===== src/rtl/command_line_keyword_matcher_core_assert.svh =====
// assertion macros for the command line keyword matcher
// used inside modules that have clk and rst_n in scope
`ifndef COMMAND_LINE_KEYWORD_MATCHER_CORE_ASSERT_SVH
`define COMMAND_LINE_KEYWORD_MATCHER_CORE_ASSERT_SVH

`ifndef SYNTHESIS
`define CLKM_ASSERT(lbl, prop, msg) \
  lbl: assert property (@(posedge clk) disable iff (!rst_n) prop) else $error(msg);
`define CLKM_ASSERT_ALWAYS(lbl, prop, msg) \
  lbl: assert property (@(posedge clk) prop) else $error(msg);
`else
`define CLKM_ASSERT(lbl, prop, msg)
`define CLKM_ASSERT_ALWAYS(lbl, prop, msg)
`endif

`endif


===== src/rtl/clkm_pkg.sv =====
// shared types, constants and helper functions for the keyword matcher
// no dependencies
package clkm_pkg;

  localparam int LINE_CAPACITY_DEF = 64;
  localparam int KEYWORD_COUNT     = 7;
  localparam int KEYWORD_CHARS     = 8;
  localparam int TOK_DEPTH         = 8;
  localparam int TOK_IDX_W         = 3;
  localparam logic [3:0] LEN_SAT   = 4'd15;

  localparam logic [7:0]  CHAR_NUL  = 8'h00;
  localparam logic [7:0]  CHAR_LF   = 8'h0a;
  localparam logic [7:0]  CHAR_CR   = 8'h0d;
  localparam logic [31:0] SEP_RESET = 32'h0000_0020;

  typedef logic [7:0] char_t;
  typedef char_t tok_buf_t [TOK_DEPTH];

  typedef enum logic [2:0] {
    REG_SEPARATOR = 3'd0,
    REG_KEYWORD_0 = 3'd1,
    REG_KEYWORD_1 = 3'd2,
    REG_KEYWORD_2 = 3'd3,
    REG_KEYWORD_3 = 3'd4,
    REG_KEYWORD_4 = 3'd5,
    REG_KEYWORD_5 = 3'd6,
    REG_KEYWORD_6 = 3'd7
  } reg_idx_t;

  function automatic char_t upcase(input char_t c);
    if (c >= 8'h61 && c <= 8'h7a) begin
      return c - 8'd32;
    end
    return c;
  endfunction

  // number of leading nonzero bytes, limited to the keyword width
  function automatic logic [3:0] kw_length(input logic [63:0] kw);
    logic [3:0] len;
    logic       run;
    len = '0;
    run = 1'b1;
    for (int i = 0; i < KEYWORD_CHARS; i++) begin
      if (run && kw[8*i +: 8] != CHAR_NUL) begin
        len = len + 4'd1;
      end else begin
        run = 1'b0;
      end
    end
    return len;
  endfunction

  function automatic logic kw_match(input logic [63:0] kw, input tok_buf_t tok,
                                    input logic [3:0] tok_len);
    logic [3:0] kl;
    logic       hit;
    kl  = kw_length(kw);
    hit = (kl != 4'd0) && (kl == tok_len);
    for (int i = 0; i < TOK_DEPTH; i++) begin
      if (4'(i) < kl && upcase(kw[8*i +: 8]) != upcase(tok[i])) begin
        hit = 1'b0;
      end
    end
    return hit;
  endfunction

endpackage


===== src/rtl/command_line_keyword_matcher_core.sv =====
// output path: a line-ending word is captured in the snapshot stage, then registered onto out_valid
// throughput: one input word per cycle while in_ready is high; the line state updates at the input edge
// and the keyword compare of all seven keywords runs in parallel in the next stage
// reset: synchronous active-low rst_n clears line state, pipeline valids and config
// registers (separator set back to space, keywords to zero)
`include "command_line_keyword_matcher_core_assert.svh"

module command_line_keyword_matcher_core #(
  parameter int LINE_CAPACITY = clkm_pkg::LINE_CAPACITY_DEF
) (
  input  logic        clk,
  input  logic        rst_n,
  // input channel
  input  logic        in_valid,
  output logic        in_ready,
  input  logic [7:0]  in_char_in,
  // result channel
  output logic        out_valid,
  input  logic        out_ready,
  output logic        out_command_found,
  output logic [2:0]  out_command_index,
  output logic        out_line_overflowed,
  // configuration port
  input  logic        psel,
  input  logic        penable,
  input  logic        pwrite,
  input  logic [5:0]  paddr,
  input  logic [63:0] pwdata,
  output logic [63:0] prdata,
  output logic        pready
);
  import clkm_pkg::*;

  localparam int CNT_W = $clog2(LINE_CAPACITY + 1);

  // config registers
  logic [31:0] sep_r;
  logic [63:0] kw_r [KEYWORD_COUNT];
  reg_idx_t    cfg_idx;

  // line state
  tok_buf_t    tok_r;
  logic [3:0]  len_r;
  logic        closed_r;
  logic [CNT_W-1:0] cnt_r;
  logic        lwc_r;

  // snapshot stage
  logic        s1_v_r;
  tok_buf_t    s1_tok_r;
  logic [3:0]  s1_len_r;
  logic        s1_ovf_r;

  // result register
  logic        out_valid_r;
  logic        found_r;
  logic [2:0]  idx_r;
  logic        ovf_r;

  logic        adv;
  logic        acc;
  logic        is_sep;
  logic        stored;
  logic        stored_char;
  logic        eol_char;
  logic        at_cap;
  logic        line_end;
  tok_buf_t    tok_nxt;
  logic [3:0]  len_nxt;
  logic        closed_nxt;
  logic [CNT_W-1:0] cnt_nxt;
  logic        lwc_nxt;
  logic [3:0]  len_adj;
  logic        found_nxt;
  logic [2:0]  idx_nxt;

  assign pready  = 1'b1;
  assign cfg_idx = reg_idx_t'(paddr[5:3]);

  always_ff @(posedge clk) begin
    if (!rst_n) begin
      sep_r <= SEP_RESET;
      for (int k = 0; k < KEYWORD_COUNT; k++) begin
        kw_r[k] <= '0;
      end
    end else if (psel && penable && pwrite) begin
      case (cfg_idx)
        REG_SEPARATOR: sep_r <= pwdata[31:0];
        REG_KEYWORD_0: kw_r[0] <= pwdata;
        REG_KEYWORD_1: kw_r[1] <= pwdata;
        REG_KEYWORD_2: kw_r[2] <= pwdata;
        REG_KEYWORD_3: kw_r[3] <= pwdata;
        REG_KEYWORD_4: kw_r[4] <= pwdata;
        REG_KEYWORD_5: kw_r[5] <= pwdata;
        REG_KEYWORD_6: kw_r[6] <= pwdata;
        default: ;
      endcase
    end
  end

  always_comb begin
    case (cfg_idx)
      REG_SEPARATOR: prdata = {32'd0, sep_r};
      REG_KEYWORD_0: prdata = kw_r[0];
      REG_KEYWORD_1: prdata = kw_r[1];
      REG_KEYWORD_2: prdata = kw_r[2];
      REG_KEYWORD_3: prdata = kw_r[3];
      REG_KEYWORD_4: prdata = kw_r[4];
      REG_KEYWORD_5: prdata = kw_r[5];
      REG_KEYWORD_6: prdata = kw_r[6];
      default:       prdata = '0;
    endcase
  end

  // handshake
  assign adv      = !out_valid_r || out_ready;
  assign in_ready = !s1_v_r || adv;
  assign acc      = in_valid && in_ready;

  // line state update for one word
  always_comb begin
    is_sep = (in_char_in == CHAR_NUL);
    for (int l = 0; l < 4; l++) begin
      if (sep_r[8*l +: 8] != CHAR_NUL && sep_r[8*l +: 8] == in_char_in) begin
        is_sep = 1'b1;
      end
    end

    tok_nxt     = tok_r;
    len_nxt     = len_r;
    closed_nxt  = closed_r;
    cnt_nxt     = cnt_r;
    lwc_nxt     = lwc_r;
    stored      = 1'b0;
    stored_char = 1'b0;

    if (is_sep) begin
      if (lwc_r) begin
        cnt_nxt    = cnt_r + 1'b1;
        closed_nxt = 1'b1;
        stored     = 1'b1;
      end
      lwc_nxt = 1'b0;
    end else begin
      if (!closed_r) begin
        if (len_r < 4'(TOK_DEPTH)) begin
          tok_nxt[len_r[TOK_IDX_W-1:0]] = in_char_in;
        end
        if (len_r < LEN_SAT) begin
          len_nxt = len_r + 4'd1;
        end
      end
      cnt_nxt     = cnt_r + 1'b1;
      lwc_nxt     = 1'b1;
      stored      = 1'b1;
      stored_char = 1'b1;
    end

    eol_char = stored_char && (in_char_in == CHAR_LF || in_char_in == CHAR_CR);
    at_cap   = cnt_nxt >= CNT_W'(LINE_CAPACITY);
    line_end = stored && (eol_char || at_cap);

    // the stored CR/LF (or last word at capacity) is not part of the token
    len_adj = len_nxt;
    if (stored_char && !closed_r && len_nxt > 4'd0 && len_nxt < LEN_SAT) begin
      len_adj = len_nxt - 4'd1;
    end

    if (line_end) begin
      len_nxt    = '0;
      closed_nxt = 1'b0;
      cnt_nxt    = '0;
      lwc_nxt    = 1'b0;
    end
  end

  always_ff @(posedge clk) begin
    if (!rst_n) begin
      len_r    <= '0;
      closed_r <= 1'b0;
      cnt_r    <= '0;
      lwc_r    <= 1'b0;
    end else if (acc) begin
      len_r    <= len_nxt;
      closed_r <= closed_nxt;
      cnt_r    <= cnt_nxt;
      lwc_r    <= lwc_nxt;
    end
  end

  always_ff @(posedge clk) begin
    if (acc) begin
      tok_r <= tok_nxt;
    end
  end

  // snapshot of the finished line
  always_ff @(posedge clk) begin
    if (!rst_n) begin
      s1_v_r <= 1'b0;
    end else if (in_ready) begin
      s1_v_r <= acc && line_end;
    end
  end

  always_ff @(posedge clk) begin
    if (acc && line_end) begin
      s1_tok_r <= tok_nxt;
      s1_len_r <= len_adj;
      s1_ovf_r <= at_cap && !eol_char;
    end
  end

  // keyword compare, lowest index wins
  always_comb begin
    found_nxt = 1'b0;
    idx_nxt   = '0;
    for (int k = KEYWORD_COUNT - 1; k >= 0; k--) begin
      if (kw_match(kw_r[k], s1_tok_r, s1_len_r)) begin
        found_nxt = 1'b1;
        idx_nxt   = 3'(k);
      end
    end
  end

  always_ff @(posedge clk) begin
    if (!rst_n) begin
      out_valid_r <= 1'b0;
    end else if (adv) begin
      out_valid_r <= s1_v_r;
    end
  end

  always_ff @(posedge clk) begin
    if (adv && s1_v_r) begin
      found_r <= found_nxt;
      idx_r   <= idx_nxt;
      ovf_r   <= s1_ovf_r;
    end
  end

  assign out_valid           = out_valid_r;
  assign out_command_found   = found_r;
  assign out_command_index   = idx_r;
  assign out_line_overflowed = ovf_r;

  `CLKM_ASSERT(a_cnt_below_cap, cnt_r < CNT_W'(LINE_CAPACITY), "stored count reached capacity")
  `CLKM_ASSERT(a_line_start_clean, (cnt_r == '0) |-> (len_r == '0 && !closed_r && !lwc_r), "line start state not clear")
  `CLKM_ASSERT(a_s1_holds, (s1_v_r && !adv) |=> (s1_v_r && $stable(s1_len_r) && $stable(s1_ovf_r)), "snapshot lost while stalled")
  `CLKM_ASSERT(a_idx_zero_miss, (out_valid_r && !found_r) |-> (idx_r == 3'd0), "index nonzero without a match")

endmodule

===== config.mk =====
export PLATFORM = sky130hd
export DESIGN_NAME = command_line_keyword_matcher_core
export DESIGN_NICKNAME = d
export VERILOG_FILES = /design/src/rtl/clkm_pkg.sv /design/src/rtl/command_line_keyword_matcher_core.sv
export VERILOG_INCLUDE_DIRS = /design/src /design/src/rtl
export SDC_FILE = /design/constraint.sdc
export NUM_CORES = 2
export LEC_CHECK = 0
export BUFFER_PORTS_ARGS = -buffer_cell sky130_fd_sc_hd__buf_2
export CAP_MARGIN = 30
export CORE_MARGIN = 4
export CORE_UTILIZATION = 55
export CTS_BUF_LIST = sky130_fd_sc_hd__clkbuf_8
export DETAILED_ROUTE_END_ITERATION = 6
export PLACE_DENSITY_LB_ADDON = 0.15
export SLEW_MARGIN = 10
export SYNTH_ARGS = -nofsm -noshare
export SYNTH_HDL_FRONTEND = slang
export SYNTH_SLANG_ARGS = --single-unit

===== constraint.sdc =====
create_clock -name clk -period 11.3 [get_ports clk]
set_clock_uncertainty 0.2 [all_clocks]
set_input_delay 0.565 -clock clk [delete_from_list [all_inputs] [get_ports clk]]
set_output_delay 0.565 -clock clk [all_outputs]
set_load 0.005 [all_outputs]

---- Word level (Yosys, flattened, before mapping) ----
Memories as Yosys holds them, arrays and structs flattened.
Cells that the tools add are included.
word-level totals
  flip-flop bits (word level) ............. 185
  bits in writable memories ............... 448
  output and inout port bits .............. 72
  memories ................................ 1
memories
  name  depth  width  rd ports  clocked after memory_dff  wr ports  RTL line                                 RTL
  kw_r  7      64     7         0                         7         command_line_keyword_matcher_core.sv:38  logic [63:0] kw_r [KEYWORD_COUNT];
cells by class
  add/subtract/negate cells ............... 116
  magnitude comparators ................... 191
  equality and inequality tests ........... 76
  muxes and demuxes ....................... 422
  bitwise operators ....................... 8
  reduce and logical (&&, ||, !) cells .... 276
operators with widths
  cell                 number
  $mux 8               129
  $mux 64              10
  $ge 8x7->1 const B   64
  $le 8x7->1 const B   64
  $pmux 64 s8          1
  $sub 8x6->8 const B  64
  $reduce_bool 8->1    60
  $ne 8x8->1           56
  $mux 1               218
  $mux 4               54
  $add 4x1->4 const B  50
  $logic_and 1x1->1    192
  $lt 3x4->1 const A   28
  $bwmux 64            1
  $lt 1x4->1 const A   14
  $lt 2x4->1 const A   14
  $eq 8x8->1           4
  $eq 4x4->1           7
  $reduce_bool 4->1    7
  $demux 8 s3          1
  $mux 7               3
  $eq 8x4->1 const B   2
  $eq 3x3->1 const B   4
  $lt 4x4->1 const B   3
  22 further kinds     39

---- Longest topological paths before layout ----
An unclocked memory read counts as a cell.
  depth after elaboration ................. 33
  gate-level depth with buffers ........... 31
  gate-level depth less buffers ........... 30

---- Least setup slack after synthesis ----
No wires, ideal clock.
  path kind ............................... input to register
  from .................................... input paddr[4]
  to ...................................... memory kw_r[6][0], in the netlist kw_r[0][384] (enable)
  library setup time ...................... 574 ps
  arrival ................................. 6152 ps
  slack ................................... 4374 ps
  stages on the path ...................... 5
  cells stage by stage .................... buf_1 buf_1 clkbuf_1 nand2_1 o21ai_0
RTL lines
  item         RTL line                                 RTL
  from (decl)  command_line_keyword_matcher_core.sv:27  input logic [5:0] paddr,
  to (decl)    command_line_keyword_matcher_core.sv:38

==> metrics.yaml <==
drt:
  wl_per_cell_um: 27.4
  dr.pass1.iters: 7
  wirelength_um: 154000
  via_per_inst: 6.54
  drt_iter0_drc: 4610
  ant_nets: 0
  vias: 36600
  drc: 2
synth:
  synthAdderAreaFrac_pct: 3.09
  synth-edff-count: 586
  synth.area.top_cells: "edfxtp_1, xor2_1, nor2_1"
  synth-simple-area-share_pct: 18.2
  yosys_warnings: 0
  ys_seq_elements: 633
  synth_area_leader_cell: "edfxtp_1"
  synth_xor_area_share_pct: 10.8
  synth_ff_type: "edfxtp_1"
  synth_seq_area_share_pct: 44.4
  syn_inst: 4353
  async_flop_share_pct: 0
  yosysTopAreaCellShare_pct: 42.1
  synth_common_cells: "nor2_1, edfxtp_1, nand2_1"
  synth.area.mux_share_pct: 6.07
  syn_avg_cell_area_um2: 9.59
  yosysMostFrequentCell: "nor2_1"
  synth_cell_types: 104
  synth_fp_nets: 4541
  synth_top_family_by_area: "simple AND/OR/NAND/NOR gates"
  synth_area_um2: 41800
  synth_compound_area_share_pct: 12.9
floorplan:
  pin_count: 157
  initial_core_util_pct: 55.8
  coreArea_um2: 74800
  row_count: 100
  design.die.area_um2: 80400
  die_h_um: 284
  die_w_um: 284
sta:
  fin_crit_sh_pct: 71.6
  hold_viol: 0
  slew_viol_final: 0
  fin_ws_ps: 3210
  rsz0062_at_grt: "false"
  clock.fmax_mhz: 124
  fin_hold_ws_ps: 48.7
  setup_tns_ps: 0
  worst_pin_slew_ps: 1080
  max_slew_margin_pct: 27.2
  period_minus_slack_ps: 8090
  finalSetupViolCount: 0
placed_design:
  post-place-ws_ps: 3470
  routabilityCongestion: 1.04
  port_buffers: 152
  dp.final_hpwl_um: 108000
critical_path:
  criticalPathCategory: "register to register"
  endpoint: "out_command_index[0]"
  reg2reg_depth: 27
  cp.arrival_ps: 8380
  crit_buf_inv: 2
  crit_path_frequent_cell: "ha_1"
  crit_family: "compound AO/OA/AOI/OAI gates"
  reg2reg_slack_ps: 3210
  crit_required_ps: 11580
  endpoint_kind: "register"
  r2r_start: "kw_r[0][261]"
  critical_path.max_fanout: 8
  cp_slowest_stage_delay_ps: 830
  cp-start-kind: "register"
  regToRegEndpoint: "out_command_index[0]"
  crit_cells: 27
  slowest_stage: "nor4_1"
  cp-startpoint: "kw_r[0][261]"
cts:
  cts_buffers: 109
  htreeDepth: 3
  clk_pin_slew_ps: 60
  cts_root_buffer: "clkbuf_8"
  clock_path_buffers: 3
  cts_tree: "yes"
  post_cts_buffers: 0
  clk_latency_ps: 750
  ctsResizeCount: 0
  postCtsHoldBufs: 33
  cts.sinks: 633
status:
  violations: "design-rule violations"
  status: "finished, violations left"
grt:
  overflow: 0
  grt_pass1_wl_um: 224000
  grt_antenna_before_repair: 11
  grt_max_degree: 70
  grt_usage_pct: 37.1
  grt_pass1_vias: 34500
power_and_ir_drop:
  p_int_mw: 4.19
  swShare_pct: 28.6
  combPwrFrac_pct: 14.6
  power_mw: 5.87
  seqPwrFrac_pct: 48.5
  powerDensity_nw_per_um2: 127
  peakVddDrop_mv: 0.104
  p_sw_mw: 1.68
  p_clk_share_pct: 36.9
  power_leakage_nw: 17.6
layout:
  final_nets: 4720
  area_delta_synth_final_pct: 11.1
  drive_gt1_share_pct: 13.1
  final_util_pct: 62.0
min_path:
  hp-class: "input port to register"
  hold_start: "pwdata[51]"
  whs_path_depth: 3
flow_run:
  cap_violations: 0
-- cells in the final DEF, fill, tap and decap left out, types with 17 or more instances in the layout --
master,count
ha_1,103
xor2_1,265
a22oi_1,37
mux2_2,92
or4_1,65
inv_1,299
nand3_1,115
nand2_1,414
clkinv_1,25
a21boi_0,42
buf_4,80
buf_2,150
nor3_1,122
edfxtp_1,586
o41ai_1,21
o21bai_1,17
a221oi_1,32
dfxtp_1,47
or3_1,50
clkbuf_8,121
o221ai_1,18
nand2b_1,23
dlygate4sd3_1,33
mux2i_1,71
mux4_2,35
nand4_1,41
a31oi_1,26
nor4_1,76
and2_1,17
a21oi_1,163
o21ai_0,119
nor2_1,606
o31ai_1,66
xnor2_1,247
o22ai_1,56
-- power groups by stage --
| stage | combinational [mW] | sequential (mW) | clock (mW) |
|---|---|---|---|
| after floorplan | 0.564 | 2.83 | 0 |
| after global placement | 0.812 | 2.88 | 0 |
| after detailed placement | 0.827 | 2.89 | 0 |
| after CTS | 0.840 | 2.84 | 2.17 |
| after global routing | 0.925 | 2.86 | 2.28 |
| final | 0.859 | 2.85 | 2.17 |
-- worst min-delay path by stage --
stage	slack, ps	to
3_5_place_dp	210	out_line_overflowed
2_1_floorplan	200	out_line_overflowed
6_report	50	kw_r[0][435]
4_1_cts	20	kw_r[0][435]
5_1_grt	70	kw_r[0][439]
3_3_place_gp	220	out_line_overflowed
-- flip-flops by register name, indices dropped and copies added (netlist names) --
name,count
len_r,4
tok_r,64
kw_r,448
lwc_r,1
out_command_found,1
s1_len_r,4
out_valid,1
out_command_index,3
sep_r,32
s1_v_r,1
cnt_r,7
out_line_overflowed,1
s1_tok_r,64
s1_ovf_r,1
closed_r,1
-- layer usage --
layer / up-vias / share of wire [%] / global-route usage [%] / wire, um
met5: - / 0.048 / 0 / 74
met4: 10 / 5.8 / 19.8 / 8970
met3: 479 / 12 / 9.36 / 19000
met2: 2320 / 44 / 56.7 / 68000
met1: 17600 / 38 / 48.8 / 57700
li1: 16200 / - / - / -
-- worst min-delay path: cells and delay by family --
kind,cells,cell delay (ps)
buf+inv,2,150
simple gates,1,150
-- cell families (layout without fill, tap and decap cells) --
family	Yosys count	count (layout)
DFF	633	633
other	1	10
AOI/OAI and AO/OA	779	779
xor gates and xnor gates	514	514
adders and majority gates	103	103
muxes	198	198
buffers and inverters	485	754
and+or+nand+nor	1640	1640
-- final cells by class --
type                       count  area [um2]
clock inverter                80         573
antenna                        9        22.5
tap                          969        1210
multi-input combinational   3235       21500
fill                        6419       28400
sequential                   633       18500
clock buffer                 121        1670
inverter                     276        1040
timing repair buffer         277        1880
-- metrics by stage --
step           area (um2)  std cells
6_report            46400       5600
5_1_grt             46400       5594
4_1_cts             46200       5576
3_5_place_dp        43600       5342
3_3_place_gp        43600       5335
2_1_floorplan       41800       4353
(Power assumes the default switching activity.)
